### src/hdl/pahs_pkg.sv
// ----------------------------------------------------------------------------
// Per-peer heartbeat scheduler package
// Widths, register indexes, codes, the peer table entry and the FSM types.
// ----------------------------------------------------------------------------
`default_nettype none

package pahs_pkg;

  localparam int PEER_SLOTS = 256;
  localparam int PEER_AW    = $clog2(PEER_SLOTS);
  localparam int PEER_W     = 8;
  localparam int TIME_W     = 48;
  localparam int CNT_W      = 48;
  localparam int TOT_W      = CNT_W + 1;
  localparam int RATE_W     = 32;
  localparam int LINK_W     = 32;
  localparam int CFG_W      = 32;
  localparam int CFG_AW     = 3;
  localparam int SCALE_W    = 20;
  localparam int PROD_W     = TOT_W + SCALE_W;
  localparam int DCNT_W     = $clog2(RATE_W);

  // Packets per second scale: microseconds in one second
  localparam logic [SCALE_W-1:0] RATE_SCALE = SCALE_W'(1000000);

  // Register indexes
  localparam logic [CFG_AW-1:0] CFG_OWN_LINK  = 3'd0;
  localparam logic [CFG_AW-1:0] CFG_FAST_INTV = 3'd1;
  localparam logic [CFG_AW-1:0] CFG_SLOW_INTV = 3'd2;
  localparam logic [CFG_AW-1:0] CFG_RATE_WIN  = 3'd3;
  localparam logic [CFG_AW-1:0] CFG_HIGH_THR  = 3'd4;

  localparam logic [CFG_W-1:0] RST_FAST_INTV = 32'd100000;
  localparam logic [CFG_W-1:0] RST_SLOW_INTV = 32'd5000000;
  localparam logic [CFG_W-1:0] RST_RATE_WIN  = 32'd1000000;
  localparam logic [CFG_W-1:0] RST_HIGH_THR  = 32'd100;

  // Result status codes
  localparam logic [1:0] STS_OK       = 2'd0;
  localparam logic [1:0] STS_SKIP     = 2'd1;
  localparam logic [1:0] STS_PATH_ERR = 2'd2;
  localparam logic [1:0] STS_PLAN_ERR = 2'd3;

  // Path, plan and mode codes
  localparam logic [1:0] PATH_PRESENT   = 2'd0;
  localparam logic [1:0] PATH_ABSENT    = 2'd1;
  localparam logic [1:0] PLAN_VALID     = 2'd0;
  localparam logic [1:0] PLAN_NONE      = 2'd1;
  localparam logic [1:0] MODE_SINGLE    = 2'd0;
  localparam logic [1:0] MODE_REDUNDANT = 2'd1;

  typedef struct packed {
    logic              tracked;
    logic              baseline;
    logic [TIME_W-1:0] window_start;
    logic [TOT_W-1:0]  last_total;
    logic [TIME_W-1:0] last_beat;
    logic [RATE_W-1:0] rate;
  } ent_t;

  typedef struct packed {
    logic [TOT_W-1:0]  delta;
    logic [TIME_W-1:0] elapsed;
  } div_req_t;

  typedef enum logic [1:0] {
    S_IDLE,
    S_EVAL,
    S_DIV,
    S_FIN
  } ctl_state_e;

  typedef enum logic [1:0] {
    D_IDLE,
    D_MUL,
    D_SAT,
    D_RUN
  } div_state_e;

endpackage

`default_nettype wire

### src/hdl/pahs_rate_div.sv
// ----------------------------------------------------------------------------
// Packet rate divider
// Saturating (delta * 1e6) / elapsed: one multiply, one overflow check, then
// one quotient bit per cycle by restoring division.
// ----------------------------------------------------------------------------
`default_nettype none

module pahs_rate_div (
  input  wire logic                        clk_i,
  input  wire logic                        rst_ni,
  input  wire logic                        go_i,
  input  wire pahs_pkg::div_req_t          req_i,
  output      logic                        done_o,
  output      logic [pahs_pkg::RATE_W-1:0] rate_o
);
  import pahs_pkg::*;

  localparam logic [DCNT_W-1:0] DCNT_LAST = DCNT_W'(RATE_W - 1);

  div_state_e          st_q, st_d;
  logic [TOT_W-1:0]    delta_q;
  logic [TIME_W-1:0]   dvs_q;
  logic [PROD_W-1:0]   prod_q;
  logic [TIME_W-1:0]   rem_q;
  logic [RATE_W-1:0]   sh_q;
  logic [RATE_W-1:0]   quo_q;
  logic [DCNT_W-1:0]   cnt_q, cnt_d;
  logic                done_q, done_d;

  logic [PROD_W-RATE_W-1:0] prod_hi;
  logic                     sat;
  logic [TIME_W:0]          trial;
  logic [TIME_W:0]          diff;
  logic                     ge;

  assign prod_hi = prod_q[PROD_W-1:RATE_W];
  // quotient reaches 2^32 exactly when the upper product bits reach the divisor
  assign sat     = PROD_W'(prod_hi) >= PROD_W'(dvs_q);
  assign trial   = {rem_q, sh_q[RATE_W-1]};
  assign ge      = trial >= {1'b0, dvs_q};
  assign diff    = trial - {1'b0, dvs_q};

  always_comb begin
    st_d   = st_q;
    cnt_d  = cnt_q;
    done_d = 1'b0;
    unique case (st_q)
      D_IDLE: begin
        if (go_i) st_d = D_MUL;
      end
      D_MUL: begin
        st_d = D_SAT;
      end
      D_SAT: begin
        cnt_d = '0;
        if (sat) begin
          st_d   = D_IDLE;
          done_d = 1'b1;
        end else begin
          st_d = D_RUN;
        end
      end
      D_RUN: begin
        cnt_d = cnt_q + 1'b1;
        if (cnt_q == DCNT_LAST) begin
          st_d   = D_IDLE;
          done_d = 1'b1;
        end
      end
      default: st_d = D_IDLE;
    endcase
  end

  always_ff @(posedge clk_i or negedge rst_ni) begin
    if (!rst_ni) begin
      st_q   <= D_IDLE;
      cnt_q  <= '0;
      done_q <= 1'b0;
    end else begin
      st_q   <= st_d;
      cnt_q  <= cnt_d;
      done_q <= done_d;
    end
  end

  always_ff @(posedge clk_i) begin
    unique case (st_q)
      D_IDLE: begin
        if (go_i) begin
          delta_q <= req_i.delta;
          dvs_q   <= req_i.elapsed;
        end
      end
      D_MUL: begin
        prod_q <= PROD_W'(delta_q) * PROD_W'(RATE_SCALE);
      end
      D_SAT: begin
        if (sat) begin
          quo_q <= '1;
        end else begin
          rem_q <= TIME_W'(prod_hi);
          sh_q  <= prod_q[RATE_W-1:0];
        end
      end
      D_RUN: begin
        rem_q <= ge ? diff[TIME_W-1:0] : trial[TIME_W-1:0];
        sh_q  <= sh_q << 1;
        quo_q <= {quo_q[RATE_W-2:0], ge};
      end
      default: ;
    endcase
  end

  assign done_o = done_q;
  assign rate_o = quo_q;

endmodule

`default_nettype wire

### config.mk
export PLATFORM = sky130hd
export DESIGN_NAME = pahs_rate_div
export DESIGN_NICKNAME = d
export VERILOG_FILES = /design/src/hdl/pahs_pkg.sv /design/src/hdl/pahs_rate_div.sv
export SDC_FILE = /design/constraint.sdc
export NUM_CORES = 1
export LEC_CHECK = 0
export ABC_CLOCK_PERIOD_IN_PS = 9500
export BUFFER_PORTS_ARGS = -buffer_cell sky130_fd_sc_hd__buf_2
export CAP_MARGIN = 5
export CORE_MARGIN = 3
export CORE_UTILIZATION = 55
export CTS_CLUSTER_DIAMETER = 60
export DETAILED_ROUTE_END_ITERATION = 12
export PLACE_DENSITY = 0.81
export SLEW_MARGIN = 20
export SYNTH_ARGS = -nofsm -noshare
export SYNTH_HDL_FRONTEND = slang
export SYNTH_SLANG_ARGS = --single-unit
### constraint.sdc
create_clock -name clk_i -period 9.5 [get_ports clk_i]
set_clock_uncertainty 0.05 [all_clocks]
set_input_delay 0.95 -clock clk_i [delete_from_list [all_inputs] [get_ports clk_i]]
set_output_delay 0.95 -clock clk_i [all_outputs]
set_load 0.02 [all_outputs]
# Word level (Yosys, flattened, before mapping)
# Cells that the tools add are included.
# totals
register_bits,280
# classes
n_mux,15
order_cmp,2
reduce_logical,6
multipliers,1
add_sub_neg,2
n_eq_ne,8
# ops
cell,count
case mux 32 bit (2 select lines),2
two-way mux 48 bit,2
case mux 48 bit (2 select lines),1
two-way mux 32 bit,2
"multiplier 49 x 14 -> 63 bit, second input constant",1
greater-or-equal comparator 49 x 48 -> 1 bit,1
greater-or-equal comparator 37 x 48 -> 1 bit,1
subtractor 48 bit,1
case mux 5 bit (2 select lines),1
"inequality test 2 bit, second input constant",4
case mux 2 bit (4 select lines),1
AND reduction 2 bit,4
two-way mux 2 bit,3
"adder 5 x 1 -> 5 bit, second input constant",1
"== test 5 bit, second input constant",1
"== test 2 bit, second input constant",2
"== test 2 x 1 -> 1 bit, second input constant",1
zero test 2 bit,1
two-way mux 1 bit,2
case mux 1 bit (2 select lines),1
nonzero test 2 bit,1

# Logic depth before layout (Yosys ltp)
# depth
ltp_word,3
depth_mapped,24
mapped_depth_nobuf,23

# Worst setup path before layout
# No wires, ideal clock.
# synth_path
path_type,reg-to-reg
start,register dvs_q[0]
end,register rem_q[0] (enable)
slack_ns,3.344
n_path_buf,0
path_stages_with_launch,12
arrival_time_ns,5.575
t_required_ns,8.919
cell_sequence,edfxtp_1 ha_1 nand2b_1 a21o_1 a21oi_1 o221ai_1 nor3_1 o211ai_1 a211o_1 a21oi_1 o22ai_1 a21oi_1
# synth_between
elab_chain_len,3
# synth_rtl
item,line_no,text
"start, declared",pahs_rate_div.sv:22,logic [TIME_W-1:0] dvs_q;
"start signal, assigned",pahs_rate_div.sv:91,dvs_q <= req_i.elapsed;
greater-or-equal comparator 37 x 48 -> 1 bit,pahs_rate_div.sv:38,assign sat = PROD_W'(prod_hi) >= PROD_W'(dvs_q);
inequality test 2 bit (no source line),--,
AND reduction 2 bit (no source line),--,
"end signal, assigned",pahs_rate_div.sv:101,rem_q <= TIME_W'(prod_hi);
"end signal, assigned",pahs_rate_div.sv:106,rem_q <= ge ? diff[TIME_W-1:0] : trial[TIME_W-1:0];
"end, declared",pahs_rate_div.sv:24,logic [TIME_W-1:0] rem_q;
# Every way passes these cells.
# A chain may end at the register's enable or synchronous reset.

# Final worst setup path
# layout_path
start,register delta_q[10]
end,register prod_q[66] (data pin)
# layout_between
elab_chain_len,1
# layout_rtl
item,line_no,text
"start, declared",pahs_rate_div.sv:21,logic [TOT_W-1:0] delta_q;
"start signal, assigned",pahs_rate_div.sv:90,delta_q <= req_i.delta;
multiplier 49 x 14 -> 63 bit,pahs_rate_div.sv:95,prod_q <= PROD_W'(delta_q) * PROD_W'(RATE_SCALE);
"end signal, assigned",pahs_rate_div.sv:95,
"end, declared",pahs_rate_div.sv:23,logic [PROD_W-1:0] prod_q;
# Every way passes these cells.

==> tab_implementation.tex <==
\begin{tabular}{lr}
\hline
Metric & Value \\
\hline
\multicolumn{2}{l}{\textbf{Routing}} \\
DR top layer & met4 \\
Final wirelength & 52.33 mm \\
Detailed-route wire length on metal 1 & 23.05 mm \\
Number of nets with antenna violations after detailed routing & 0 \\
DRC viols & 0 \\
Total via count in the routed design & 16651 \\
Sum of met3 wire segment lengths after detailed routing & 3.223 mm \\
Routed length per instance & 17.67 um \\
Drt via density & 5.623 \\
First DRT Iteration DRCs & 1248 \\
Met2 routed WL & 24.49 mm \\
Number of iterations in the first detailed-routing pass & 5 \\
\multicolumn{2}{l}{\textbf{Synthesis}} \\
Post-synthesis cell count & 2243 \\
EDFF count, synth & 266 \\
YS warnings & 0 \\
Share of the yosys chip area belonging to registers & 0.3406 \\
Count of distinct cell types in the synthesized netlist & 72 \\
Synth Flop Type & sky130\_fd\_sc\_hd\_\_edfxtp\_1 \\
FFs w/ async S/R, synth & 0.02920 \\
FF+latch count, synth & 274 \\
Synth Cell Area & 24040 sq um \\
Average size of a mapped cell & 10.72 sq um \\
Post-synthesis net count & 2855 \\
\multicolumn{2}{l}{\textbf{Setup path}} \\
Kind of end point of the critical path & flip-flop \\
Startpoint of the lowest-slack register-to-register path & delta\_q[10] \\
CP Buf/Inv Count & 4 \\
Cells traversed along the worst timing path & inv\_1 -> fa\_1 -> inv\_1 -> fa\_1 -> fa\_1 -> fa\_1 -> ha\_1 -> inv\_1 -> fa\_1 -> inv\_1 -> ha\_1 -> a21oi\_1 -> o21ai\_1 -> a2111oi\_0 -> nor2\_1 -> a21oi\_1 -> o21ai\_1 -> a21oi\_1 -> nor3\_1 -> nand2b\_1 -> xor2\_1 \\
Maximum fanout encountered on the critical timing path & 6 \\
Worst EP required & 9.75 ns \\
Critical path type & reg2reg \\
Maximum cell stage delay along the critical path & 0.58 ns \\
End of the worst register-to-register path & prod\_q[66] \\
Cell seen most often among critical-path stages & sky130\_fd\_sc\_hd\_\_fa\_1 \\
Crit path max-delay cell type & sky130\_fd\_sc\_hd\_\_fa\_1 \\
Register-to-register setup slack & 2.83 ns \\
Crit path max-delay family & adder cells \\
Worst Reg-to-Reg Cells & 21 \\
Arrival @ worst endpoint & 6.92 ns \\
Sort of element at the start of the critical path & flip-flop \\
\multicolumn{2}{l}{\textbf{Timing}} \\
Share of the clock period used by the worst path & 0.7026 \\
Number of hold-slack violations in the final timing report & 0 \\
Max transition margin & 0.3845 \\
Slew @ Worst Pin & 0.9212 ns \\
Number of max-slew violations in the final report & 0 \\
Post-Route Setup TNS & 0 ns \\
Final number of setup-violating endpoints & 0 \\
Fin crit period & 6.675 ns \\
Top achievable clock speed & 149.8 MHz \\
Unrepaired setup endpoints after global routing & no \\
\multicolumn{2}{l}{\textbf{Placed design}} \\
Routability congestion estimate & 0.9488 \\
Buffers on Ports & 132 \\
Count of placed standard cells including taps & 2899 \\
DP Wirelength & 41.62 mm \\
\multicolumn{2}{l}{\textbf{Status}} \\
Result of the run & finished, final reports clean \\
\multicolumn{2}{l}{\textbf{GRT}} \\
Overall Global Routing Usage & 0.2276 \\
Wire length of the first global-routing pass & 86.11 mm \\
Initial antenna violation count & 0 \\
Vias in the first global route & 16993 \\
Pin count of the biggest net entering global routing & 74 \\
GRT overflow & 0 \\
\multicolumn{2}{l}{\textbf{Cells and area}} \\
Fillers & 3357 \\
Fraction of layout cells with a size suffix above 1 & 0.1061 \\
Post-layout instance count excluding filler cells & 2961 \\
Commonest cells after routing, fill and taps aside & sky130\_fd\_sc\_hd\_\_inv\_1 (345), sky130\_fd\_sc\_hd\_\_ha\_1 (291), sky130\_fd\_sc\_hd\_\_edfxtp\_1 (266) \\
Layout overhead on the synthesized area & 10.19\% \\
Ant. Diodes & 0 \\
Nets@finish & 2970 \\
Leading cell type in the layout, fill and taps excluded & sky130\_fd\_sc\_hd\_\_inv\_1 \\
\multicolumn{2}{l}{\textbf{Clocking}} \\
Clock Path Buffers & 3 \\
Htree depth & 2 \\
Clock tree from TritonCTS & yes \\
CTS-repair resized insts & 0 \\
Number of buffers created by CTS & 34 \\
TritonCTS Sinks & 274 \\
Skew-Pair Late Insertion Delay & 0.56 ns \\
Clock transition at the registers of the reported paths & 0.06 ns \\
CTS root buffer & sky130\_fd\_sc\_hd\_\_clkbuf\_16 \\
Post CTS Setup Buffer Count & 0 \\
Hold-fix buffers, CTS & 0 \\
\multicolumn{2}{l}{\textbf{Die}} \\
Area inside the core boundary & 42600 sq um \\
Horizontal die dimension & 215.1 um \\
Core Rows & 75 \\
Initial Util & 0.5643 \\
Die outline height & 215.1 um \\
Total I/O pin count & 133 \\
Die footprint & 46250 sq um \\
\multicolumn{2}{l}{\textbf{Min path}} \\
Type of the worst min-delay path & in2async \\
\multicolumn{2}{l}{\textbf{Run}} \\
Number of max-capacitance violations reported & 0 \\
\hline
\end{tabular}
[registers in the layout, indices dropped and copies added, names as in the netlist]
register / count
cnt_q: 5
delta_q: 49
done_o: 1
dvs_q: 48
prod_q: 63
rate_o: 32
rem_q: 48
sh_q: 26
st_q: 2
[synth_stat cells, drive strengths merged (18+ instances only)]
cell / n / area [sq um]
ha: 291 / 3641
nand3: 26 / 130.1
o211ai: 18 / 135.1
o21ai: 115 / 583.1
nor3: 20 / 100.1
mux2i: 33 / 330.3
clkbuf: 52 / 195.2
nand2: 213 / 799.5
inv: 345 / 1295
edfxtp: 266 / 7988
or2: 37 / 231.5
xor2: 31 / 271.5
xnor2: 69 / 604.3
a21o: 71 / 533.0
nand4: 31 / 193.9
a21oi: 132 / 668.1
fa: 221 / 4424
nor2: 79 / 299.0
[cells by family (layout without fill, tap and decap cells)]
logic type | Yosys count | after routing | share of synthesized area
buffers and inverters | 406 | 547 | 0.06480
AND/OR/NAND/NOR | 468 | 468 | 0.08984
flip-flops | 274 | 274 | 0.3406
AO/OA/AOI/OAI | 450 | 450 | 0.1191
XOR/XNOR | 100 | 100 | 0.03643
multiplexers | 33 | 33 | 0.01374
adder cells (fa/ha/maj) | 512 | 512 | 0.3355
[how the worst max path moves through the flow]
stage	from	to	slack, ns	cells after the start
2_1_floorplan	dvs_q[0]	rem_q[0]	3.34	11
3_3_place_gp	delta_q[11]	prod_q[66]	3.02	21
3_5_place_dp	delta_q[10]	prod_q[66]	2.87	21
4_1_cts	delta_q[10]	prod_q[66]	2.84	21
5_1_grt	delta_q[10]	prod_q[68]	2.38	21
6_report	delta_q[10]	prod_q[66]	2.83	21
[per-stage QoR]
step | instance area [sq um] | util | hold WS [ns] | setup slack, ns
after detailed placement | 25250 | 0.5928 | 0.4453 | 2.869
after global placement | 25250 | 0.5928 | 0.4302 | 3.021
after global routing | 26490 | 0.6217 | 0.1589 | 2.381
final | 26490 | 0.6217 | 0.1707 | 2.825
after CTS | 26490 | 0.6217 | 0.1457 | 2.838
after floorplan | 24040 | - | 0.4112 | 3.344
[layer usage]
layer	vias up	GRT usage
li1	7960	-
met1	8065	0.3155
met2	528	0.3678
met3	98	0.04124
met4	0	0.07160
met5	-	0
[area by class of cell]
cell class	instances	area, sq um	share of cell area
Timing Repair Buffer	139	713.2	0.02692
Clock inverter	26	375.4	0.01417
Tap cell	577	721.9	0.02726
Sequential cell	274	8188	0.3091
Inverter	346	1299	0.04903
Multi-Input combinational cell	1563	14330	0.5411
Clock buffer	36	858.3	0.03240
Power is left out: the tool's default activity adds up to more than one toggle a clock period on the data nets, which glitch-free logic cannot reach.
